==> src/design/pie_ram.sv <==
// pie_ram: generic simple dual port ram with registered read
// no dependencies
module pie_ram #(
  parameter int WIDTH = 32,
  parameter int DEPTH = 64
) (
  input  logic                     clk_i,
  input  logic                     we_i,
  input  logic [$clog2(DEPTH)-1:0] waddr_i,
  input  logic [WIDTH-1:0]         wdata_i,
  input  logic [$clog2(DEPTH)-1:0] raddr_i,
  output logic [WIDTH-1:0]         rdata_o
);
  logic [WIDTH-1:0] mem [DEPTH];

  always_ff @(posedge clk_i) begin
    if (we_i) begin
      mem[waddr_i] <= wdata_i;
    end
    rdata_o <= mem[raddr_i];
  end
endmodule

==> config.mk <==
export PLATFORM = sky130hd
export DESIGN_NAME = pie_ram
export DESIGN_NICKNAME = d
export VERILOG_FILES = /design/src/design/pie_ram.sv
export SDC_FILE = /design/constraint.sdc
export NUM_CORES = 2
export LEC_CHECK = 0
export BUFFER_PORTS_ARGS = -buffer_cell sky130_fd_sc_hd__buf_2
export CAP_MARGIN = 25
export CELL_PAD_IN_SITES_DETAIL_PLACEMENT = 0
export CELL_PAD_IN_SITES_GLOBAL_PLACEMENT = 1
export CORE_AREA = 2 2 381 383
export CTS_BUF_LIST = sky130_fd_sc_hd__clkbuf_4
export DETAILED_ROUTE_END_ITERATION = 7
export DIE_AREA = 0 0 383 385
export GPL_ROUTABILITY_DRIVEN = 0
export PLACE_DENSITY_LB_ADDON = 0.1
export SKIP_CTS_REPAIR_TIMING = 1
export SLEW_MARGIN = 30
export SYNTH_ARGS = -nofsm -noshare
export SYNTH_HDL_FRONTEND = slang
export SYNTH_SLANG_ARGS = --single-unit
==> constraint.sdc <==
create_clock -name clk_i -period 5.5 [get_ports clk_i]
set_input_delay 0 -clock clk_i [delete_from_list [all_inputs] [get_ports clk_i]]
set_output_delay 0 -clock clk_i [all_outputs]
set_load 0.01 [all_outputs]
### After elaboration in Yosys (flattened, before gate mapping)

Memory sizes are Yosys's and may differ from the RTL's. A register that Yosys moved wholly into a read port is not among the register bits.
Cells that the tools add are included.

* register bits after elaboration: 0
* bits in writable memories: 2048
* input port bits: 46
* output and inout port bits: 32
* logic and storage cells: 3
* memories kept: 1

* muxes and demuxes: 2

Memory list
* mem: words 64, bits a word 32, read ports 1, clocked after Yosys merged registers in 1, write ports 1, RTL line 14 `logic [WIDTH-1:0] mem [DEPTH];`

Operators with widths (number)
* 2-to-1 mux 1 bit: 2

### Logic depth before layout (Yosys ltp)

* depth after elaboration: 2
* depth in mapped cells: 10
* gate-level depth less buffers: 5

### Least setup slack after synthesis

Ideal clock, no wire load.

* kind: input -> register
* start: in waddr_i[3]
* end: mem mem[48][0] (enable)
* setup time: 0.461 ns
* data arrival time: 2.699 ns
* data required time: 5.039 ns
* slack: 2.340 ns
* stages: 4
* path buffers: 1
* path through: clkbuf_1 nor2b_1 nand4b_1 nor3_1

RTL lines
* from (decl): RTL line 9 `input logic [$clog2(DEPTH)-1:0] waddr_i,`
* to (decl): RTL line 14

Straight into the memory's write port.

==> results.tsv <==
metric	value	unit
pin count of the biggest net entering global routing	123	
drc violations	0	
clock-pin slew on the worst setup and hold paths	0.06	ns
routed length per placed instance	32.2	um
f_max	0.328	GHz
number of nets with antenna violations after routing	0	
Clock Tree Root	clkbuf_4	
GR Util All Layers	27.6	%
area of the multi-input gates	16000	sq um
fin. max-slew vios	0	
Hold Slack	0.0191	ns
Clock Skew	0.0887	ns
register area	62100	sq um
core footprint	143000	sq um
Num CTS Buffers	547	
Clock Sink Count	2080	
yosys warns	0	
Power Dens Cells	356	nW/um^2
unrepaired setup endpoints after global routing	no	
area grow syn2layout	15.1	%
initial drt markers	4685	
Yosys reg bits	2080	
number of global-route vias before repair	40500	
crit path kind	in2reg	
Starting Density	54.9	%
Overflow after GRT	0	
fraction of the yosys area taken by sequential cells	79.1	%
WL final	202000	um
htree depth	6	
worst hold path type	in2reg	
dpl hpwl	108000	um
minimum clock period	3.05	ns
# nets final	4039	
period utilization	55.5	%
Worst Path Max Fanout	63	
later-pin clock latency in the skew report	1.32	ns
count of final hold-check violations	0	
Ports	78	
layout cell share with drive strength beyond 1	37.8	%
Yosys cell types	34	
Netlist Area Pre-Place	78500	sq um
Cells after Synth	3324	
max-capacitance violation count	0	
WP data arrival	4.24	ns
CTS tree	yes	
outcome	completed	
TNS Setup	0	ns
worst-margin pin slew	1.02	ns
die width	383	um
final setup fails	0	
CP Capture Type	register	
Buffers on Ports	77	
P_leak	29.1	nW
Slew headroom	31.7	%
first-pass GRT wire length	285000	um
cell row count	139	
initial antenna violation count	13	
WP data required	6.69	ns
worst vdd ir	0.274	mV
synthesized area per cell	23.6	sq um
router iterations before antenna repair	6	
# fillers	9787	
Die Height	385	um
Max clock buf depth	4	
kind of start point of the critical path	input port	
Vias/cell	6.29	
Post-Syn Nets	3370	
DIE AREA	147000	sq um
Vias	39400	
[placed cells by master (no fill, tap or decap), types with 45 or more instances in the layout]
cell type / synthesis / final
o22ai_1: 84 / 84
nor2_1: 137 / 75
mux4_2: 544 / 544
clkinv_1: 0 / 95
nor2_4: 0 / 62
dlygate4sd3_1: 0 / 88
a21oi_1: 62 / 62
buf_4: 25 / 119
edfxtp_1: 2048 / 2048
mux2i_1: 93 / 93
buf_2: 57 / 45
clkbuf_4: 0 / 793
[critical path, stage by stage]
cell           delay [ns]
dlygate4sd3_1        0.56
buf_8                0.63
buf_4                0.73
mux4_2               0.60
mux2i_1              0.16
a21oi_1              0.08
a21oi_1              0.18
dlygate4sd3_1        0.61
nor2_1               0.04
dlygate4sd3_1        0.56
[area by class of cell]
type / instances / share of cell area [%]
Antenna cell: 9 / 0.0249
Clock buffer: 793 / 6.59
Clock inverter: 125 / 0.721
Multi-Input combinational cell: 1062 / 17.7
Sequential cell: 2080 / 68.8
Tap cell: 1903 / 2.64
Timing Repair Buffer: 302 / 3.58
[synthesized netlist by cell type (all sizes together)]
cell / n / area (sq um)
a21oi: 62 / 310
a22oi: 12 / 90.1
a311oi: 8 / 70.1
a31oi: 1 / 6.26
a41o: 4 / 40.0
and2: 2 / 12.5
and3: 4 / 25.0
buf: 108 / 608
clkbuf: 74 / 278
dfxtp: 32 / 641
edfxtp: 2048 / 61500
mux2i: 93 / 931
mux4: 544 / 12300
nand2: 26 / 97.6
nand2b: 8 / 50.1
nand3: 5 / 25.0
nand3b: 5 / 37.5
nand4: 2 / 12.5
nand4b: 1 / 8.76
nor2: 137 / 514
nor2b: 15 / 93.8
nor3: 7 / 35.0
o221ai: 27 / 236
o22ai: 84 / 526
o32ai: 4 / 35.0
or2: 3 / 18.8
or3: 3 / 18.8
or3b: 5 / 43.8
[state kept, by name, summed over array words and instances, names as in the netlist]
signal,cells
mem,2048
rdata_o,32
[through the flow]
stage          instance area, sq um  instances  power [W]  setup slack, ns  utilization, %
2_1_floorplan                 78500       3324     0.0188             2.34               -
6_report                      90400       6274     0.0321             2.45            63.1
3_3_place_gp                  81800       5223     0.0195             1.89            57.2
3_5_place_dp                  82000       5229     0.0195             1.92            57.3
5_1_grt                       90300       6270     0.0334             2.31            63.1
4_1_cts                       88600       6147     0.0323             3.07            61.9
[where the power goes]
| group | internal, W | switching (W) | total, W |
|---|---|---|---|
| logic | 0.000677 | 0.000991 | 0.00167 |
| clock network | 0.00687 | 0.00597 | 0.0128 |
| registers | 0.0175 | 0.0000918 | 0.0176 |
[cell families after synthesis]
family,count (synthesis),synth area share [%]
multiplexers,637,16.8
AO/OA/AOI/OAI,202,1.67
flip-flops,2080,79.1
buffers and inverters,182,1.13
AND/OR/NAND/NOR,223,1.27
[final timing paths]
| path | from | end | slack (ns) | cells after the start |
|---|---|---|---|---|
| worst min-delay path | raddr_i[5] | rdata_o[18] | 0.02 | 5 |
| worst max register to register | mem[63][1] | rdata_o[1] | 2.79 | 7 |
| worst min register to register | mem[29][20] | rdata_o[20] | 0.75 | 4 |
| worst max-delay path | raddr_i[0] | rdata_o[1] | 2.45 | 10 |
[layer usage]
metal  routed length (um)  GRT usage, %
met1                78900          38.7
met2                99500          43.6
met3                18700          6.34
met4                 5000          9.40
met5                   20             0
Note: power is estimated with default switching activity, not from simulation.
