[src/design/pie_pkg.sv]
// pie_pkg: shared types, constants and helpers for the price indicator engine
// depends on nothing; imported by price_indicator_engine and pie_div
package pie_pkg;

  localparam int PriceW = 32;
  localparam int AvgW   = 48;
  localparam int DivNW  = 64;
  localparam int DivDW  = 49;
  localparam int CountW = 16;
  localparam int RsiW   = 17;
  localparam int CfgW   = 7;
  localparam int CfgIdxW = 2;

  localparam logic [CfgIdxW-1:0] CFG_MOM_LAG = 2'd0;
  localparam logic [CfgIdxW-1:0] CFG_SMA_LEN = 2'd1;
  localparam logic [CfgIdxW-1:0] CFG_RSI_PER = 2'd2;

  localparam logic [RsiW-1:0] RSI_HALF = 17'd32768;
  localparam logic [RsiW-1:0] RSI_ONE  = 17'd65536;

  typedef enum logic [4:0] {
    ST_IDLE, ST_CLOSE, ST_GSET, ST_GWAIT, ST_LSET, ST_LWAIT, ST_COMMIT,
    ST_RES, ST_MRD, ST_MDAT, ST_MWAIT, ST_SBEG, ST_SRD, ST_SACC, ST_SDIV,
    ST_SWAIT, ST_RSI, ST_RWAIT, ST_EMIT
  } state_e;

  typedef struct packed {
    logic             start;
    logic [DivNW-1:0] num;
    logic [DivDW-1:0] den;
  } div_req_t;

  // signed q16 result from sign and magnitude quotient, saturated to 32 bits
  function automatic logic [31:0] sat_q16(input logic neg, input logic [DivNW-1:0] q);
    logic [DivNW-1:0] neg_q;
    neg_q = DivNW'(0) - q;
    if (neg) begin
      if (q > DivNW'(64'h8000_0000)) return 32'h8000_0000;
      return neg_q[31:0];
    end
    if (q > DivNW'(64'h7FFF_FFFF)) return 32'h7FFF_FFFF;
    return q[31:0];
  endfunction

endpackage

[src/design/pie_div.sv]
// pie_div: restoring divider, one quotient bit per cycle
// depends on pie_pkg for widths and the request struct
module pie_div (
  input  logic                     clk_i,
  input  logic                     rst_ni,
  input  pie_pkg::div_req_t        req_i,
  output logic                     done_o,
  output logic [pie_pkg::DivNW-1:0] quot_o
);
  import pie_pkg::*;

  localparam int CntW = $clog2(DivNW + 1);

  logic [DivNW-1:0] num_q, num_d;
  logic [DivDW-1:0] den_q, den_d;
  logic [DivDW-1:0] rem_q, rem_d;
  logic [CntW-1:0]  cnt_q, cnt_d;
  logic             done_q, done_d;
  logic [DivDW:0]   rem_sh;
  logic             fits;

  always_comb begin
    num_d  = num_q;
    den_d  = den_q;
    rem_d  = rem_q;
    cnt_d  = cnt_q;
    done_d = 1'b0;
    rem_sh = {rem_q, num_q[DivNW-1]};
    fits   = rem_sh >= {1'b0, den_q};
    if (req_i.start) begin
      num_d = req_i.num;
      den_d = req_i.den;
      rem_d = '0;
      cnt_d = CntW'(DivNW);
    end else if (cnt_q != '0) begin
      rem_d = fits ? DivDW'(rem_sh - {1'b0, den_q}) : rem_sh[DivDW-1:0];
      num_d = {num_q[DivNW-2:0], fits};
      cnt_d = cnt_q - 1'b1;
      done_d = (cnt_q == CntW'(1));
    end
  end

  always_ff @(posedge clk_i or negedge rst_ni) begin
    if (!rst_ni) begin
      cnt_q  <= '0;
      done_q <= 1'b0;
    end else begin
      cnt_q  <= cnt_d;
      done_q <= done_d;
    end
  end

  always_ff @(posedge clk_i) begin
    num_q <= num_d;
    den_q <= den_d;
    rem_q <= rem_d;
  end

  assign done_o = done_q;
  assign quot_o = num_q;
endmodule
[config.mk]
export PLATFORM = sky130hd
export DESIGN_NAME = pie_div
export DESIGN_NICKNAME = d
export VERILOG_FILES = /design/src/design/pie_pkg.sv /design/src/design/pie_div.sv
export SDC_FILE = /design/constraint.sdc
export NUM_CORES = 1
export LEC_CHECK = 0
export BUFFER_PORTS_ARGS = -buffer_cell sky130_fd_sc_hd__buf_2
export CORE_UTILIZATION = 35
export CTS_CLUSTER_DIAMETER = 60
export DETAILED_ROUTE_END_ITERATION = 8
export PLACE_DENSITY = 0.67
export SKIP_CTS_REPAIR_TIMING = 1
export SLEW_MARGIN = 20
export SYNTH_ARGS = -nofsm -noshare
export SYNTH_HDL_FRONTEND = slang
export SYNTH_SLANG_ARGS = --single-unit
export TNS_END_PERCENT = 10
[constraint.sdc]
create_clock -name clk_i -period 6.9 [get_ports clk_i]
set_input_delay 0 -clock clk_i [delete_from_list [all_inputs] [get_ports clk_i]]
set_output_delay 0 -clock clk_i [all_outputs]
set_load 0.03 [all_outputs]
# ---- Word-level counts from Yosys, hierarchy flattened
# Index checks and enable logic that the tools add are counted.
dict set report op_classes {
  n_addsub 2
  magnitude_cmp 1
  eq_ne 1
  mux 7
  n_reduce_logical 2
}
# cell count
set op_table {}
lappend op_table {{$mux W64} 2}
lappend op_table {{$ge A50 B49 Y1} 1}
lappend op_table {{$mux W49} 1}
lappend op_table {{$sub A49 B49 Y49} 1}
lappend op_table {{$mux W7} 2}
lappend op_table {{$eq A7 B1 Y1 const B} 1}
lappend op_table {{$reduce_bool A7 Y1} 1}
lappend op_table {{$sub A7 B1 Y7 const B} 1}
lappend op_table {{$mux W1} 2}
lappend op_table {{$reduce_bool A2 Y1} 1}
dict set report totals {
  reg_bits 170
  in_bits 116
}

# ---- Depth between registers and ports, before layout
dict set report logic_depth {
  word_depth 3
  ltp_mapped 16
  mapped_depth_nobuf 14
}

# ---- Worst setup path before layout
# Ideal clock, no wire load.
dict set report synth_timing {
  kind {flip-flop to flip-flop}
  startpoint {register num_q[63], in the netlist quot_o[63]}
  endpoint {register rem_q[41]}
  arrival_ps 3327
  slack_ps 3452
  stages_incl_launch_ff 16
  path_buffers 1
  synth_period_minus_slack_ps 3448
  path_cell_list {edfxtp_1 inv_1 ha_1 inv_1 fa_1 a21o_1 a311oi_1 o311ai_1 a21bo_1 a21bo_1 a21o_1 a41oi_2 nand2b_1 buf_2 nor4_1 a221o_1}
}
dict set report synth_between {
  elab_chain_len 2
}
# element line
set synth_rtl {}
lappend synth_rtl {{from (decl)} pie_div.sv:14} ;# logic [DivNW-1:0] num_q, num_d;
lappend synth_rtl {{from (signal assigned)} pie_div.sv:54} ;# num_q <= num_d;
lappend synth_rtl {{$sub A49 B49 Y49 / $ge A50 B49 Y1 (equally long branches)} {pie_div.sv:36, pie_div.sv:29}}
lappend synth_rtl {{$mux W49 *} pie_div.sv:36} ;# rem_d = fits ? DivDW'(rem_sh - {1'b0, den_q}) : rem_sh[DivDW-1:0];
lappend synth_rtl {{to (signal assigned)} pie_div.sv:56} ;# rem_q <= rem_d;
lappend synth_rtl {{to (decl)} pie_div.sv:16} ;# logic [DivDW-1:0] rem_q, rem_d;
# Mark *: on every way between the ends. The rest lies on a longest branch, timed or not.
# A chain may end at the register's enable or synchronous reset.

# ---- Worst setup path in the final report
dict set report layout_timing {
  startpoint {register num_q[63], in the netlist quot_o[63]}
  endpoint {register rem_q[33]}
}
# The elaborated chain is that of the path after synthesis.

==> results.json <==
{
  "dp_hpwl_microns": 16500,
  "synth_edf_count": 113,
  "vias_per_cell": 5.06,
  "io_buffers": 180,
  "seq_area_sq_mm": 0.00457,
  "ys_ff_latch": 170,
  "finClkSkew_ps": 19.3,
  "pwr-share-clk_pct": 20.6,
  "ys.warnings.count": 0,
  "worstPathMaxFanout": 16,
  "rr_worst_depth": 14,
  "end_kind": "register",
  "hold_violations": 0,
  "hp-class": "input port to register",
  "rsz0062_at_grt": "false",
  "setup_ws_ps": 2840,
  "synth_fp_nets": 1075,
  "drc": 9,
  "cts.sinks": 170,
  "pwr-share-seq_pct": 33.6,
  "clock.fmax_mhz": 246,
  "grt_start_max_net_pins": 66,
  "r2r_start": "quot_o[63]",
  "status": "finished, violations left",
  "min_path_cells": 2,
  "setup.worst_path.class": "register to register",
  "htree_num_levels": 4,
  "wl_per_cell_microns": 15.9,
  "dieArea_sq_mm": 0.0275,
  "pre_cts_ws_ps": 2880,
  "num_vias": 7781,
  "cts-buffers-inserted": 17,
  "maxCapViolCount": 0,
  "io_pins": 181,
  "coreArea_sq_mm": 0.0262,
  "syn2layout_area_growth_pct": 31.3,
  "peakVddDrop_mv": 0.157,
  "whs_endpoint": "den_q[25]",
  "violations": "design-rule violations",
  "drive_above_1_share_pct": 24.0,
  "switchingPower_mw": 1.93,
  "max_slew.worst_pin.slew_ps": 961,
  "min_from": "req_i[25]",
  "clk_latency_ps": 440,
  "dp_cells": 1389,
  "fin_crit_sh_pct": 58.9,
  "grt_pass1_wl_microns": 37100,
  "netlist_area_sq_mm": 0.00939,
  "finalWorstPathRequiredPeriod_ps": 4060,
  "syn_inst": 907,
  "dr.pass1.iters": 7,
  "final_cells": 1537,
  "crit_arrival_ps": 4410,
  "antenna_cells": 0,
  "reg2reg_slack_ps": 2840,
  "routed_wl_microns": 24400,
  "place.gp.congestion": 0.858,
  "pwr-share-comb_pct": 45.9,
  "cts_tree": "yes",
  "critPathLaunchType": "register",
  "tns_ps": 0,
  "finalHoldWorstSlack_ps": 271,
  "n_fill_cell": 2385,
  "max-slew-margin-rel_pct": 35.9,
  "clk_pin_slew_ps": 70,
  "rows": 59,
  "nets": 1357,
  "die_h_microns": 166,
  "synth.avg_cell_area_sq_um": 10.4,
  "setup_viol": 0,
  "multiInputGateArea_sq_mm": 0.00441,
  "die_w_microns": 166,
  "start_util_pct": 35.8,
  "slew_violations": 0,
  "cts_root_buffer": "clkbuf_16",
  "clockBufferDepth": 2,
  "swShare_pct": 41.8,
  "ys_seq_area_share_pct": 48.7,
  "grt_pass1_vias": 7474,
  "synth_cell_types": 63,
  "p_leak_nw": 5.32,
  "worstPathRequired_ps": 7240,
  "p_per_area_mw_per_mm2": 375,
  "synth_top_flop_cell": "edfxtp_1",
  "detail_route.iter0.violations": 388,
  "antenna_found_initial": 0,
  "grt_overflow": 0,
  "drtAntennaViolNets": 0,
  "post-route-util_pct": 47.0,
  "intPower_mw": 2.69,
  "timing.rr.end": "rem_q[33]",
  "synth-async-reset-ratio_pct": 4.71,
  "grt_usage_pct": 16.8
}
[cells in the mapped netlist (all sizes together) (14+ instances only)]
library cell | instances | area share (%)
mux2 | 64 | 7.7
xnor2 | 21 | 2.0
a22oi | 14 | 1.1
dfxtp | 49 | 10
edfxtp | 113 | 36
o21ai | 74 | 3.9
nor2 | 61 | 2.4
a21o | 25 | 2.0
clkbuf | 26 | 1.1
a21oi | 84 | 4.5
ha | 51 | 6.8
nand2 | 75 | 3.0
xor2 | 25 | 2.3
inv | 67 | 2.7
[final cells by class]
cell class	count	share of cell area (%)
clock buffers	17	3.45
flip-flops and latches	170	37.1
repair buffers	301	17.0
inverters	67	2.04
multi-input cells	632	35.8
clock inverters	15	1.19
well taps	335	3.40
[flip-flops by register name, indices dropped and copies added, names as in the netlist]
signal	count
done_o	1
den_q	49
cnt_q	7
quot_o	64
rem_q	49
[layer usage]
layer	share of wire, %	global-route usage, %	routed length (microns)	vias up
li1	-	-	-	3881
met1	45	21.3	11000	3636
met2	47	27.7	11500	230
met3	6.1	4.72	1490	34
met4	1.8	5.32	432	0
met5	0	0	0	-
[how the worst max path moves through the flow]
stage	startpoint	end	slack, ps	cells past startpoint
after global placement	quot_o[63]	rem_q[45]	3040	14
after floorplan	quot_o[63]	rem_q[41]	3450	15
final	quot_o[63]	rem_q[33]	2840	14
after detailed placement	quot_o[63]	rem_q[34]	2880	14
after global routing	quot_o[63]	rem_q[37]	2490	14
after CTS	quot_o[63]	rem_q[37]	2840	14
[power by group through the flow]
stage / Sequential (mW) / Combinational, mW / Clock, mW
2_1_floorplan: 1.68 / 1.46 / 0
3_3_place_gp: 1.56 / 2.02 / 0
3_5_place_dp: 1.56 / 2.05 / 0
4_1_cts: 1.55 / 2.06 / 0.977
5_1_grt: 1.59 / 2.36 / 1.01
6_report: 1.55 / 2.12 / 0.951
[cell families after synthesis]
family                   synth area share, %
multiplexers                            8.32
XOR/XNOR                                4.29
adder cells (fa/ha/maj)                 7.01
AND/OR/NAND/NOR                         9.64
flip-flops                              48.7
AO/OA/AOI/OAI                           17.6
buffers and inverters                   4.46
[per-stage QoR]
stage | cell area, sq um | power (mW)
after floorplan | 9390 | 3.14
after global placement | 10600 | 3.58
after detailed placement | 10600 | 3.61
after CTS | 11200 | 4.58
after global routing | 12300 | 4.96
final | 12300 | 4.62
[cell usage in the layout (no fill, tap or decap), types with 49 or more instances in the layout]
| cell | count |
|---|---|
| mux2_2 | 64 |
| nand2_1 | 75 |
| edfxtp_1 | 113 |
| inv_1 | 66 |
| dlygate4sd3_1 | 116 |
| nor2_1 | 61 |
| dfxtp_1 | 49 |
| buf_2 | 179 |
| a21oi_1 | 84 |
| o21ai_0 | 71 |
| ha_1 | 51 |
[worst max-delay path, stage by stage (launching register included)]
cell,delay (ps)
edfxtp_1,400
inv_1,80
ha_1,160
inv_1,50
fa_1,400
a21o_1,230
a311oi_1,320
o311ai_1,170
a21bo_1,230
a21bo_1,240
a21o_1,260
a41oi_4,330
and2_0,810
a22oi_1,150
o21ai_0,140
No activity file was read; power rests on OpenSTA's default activity.
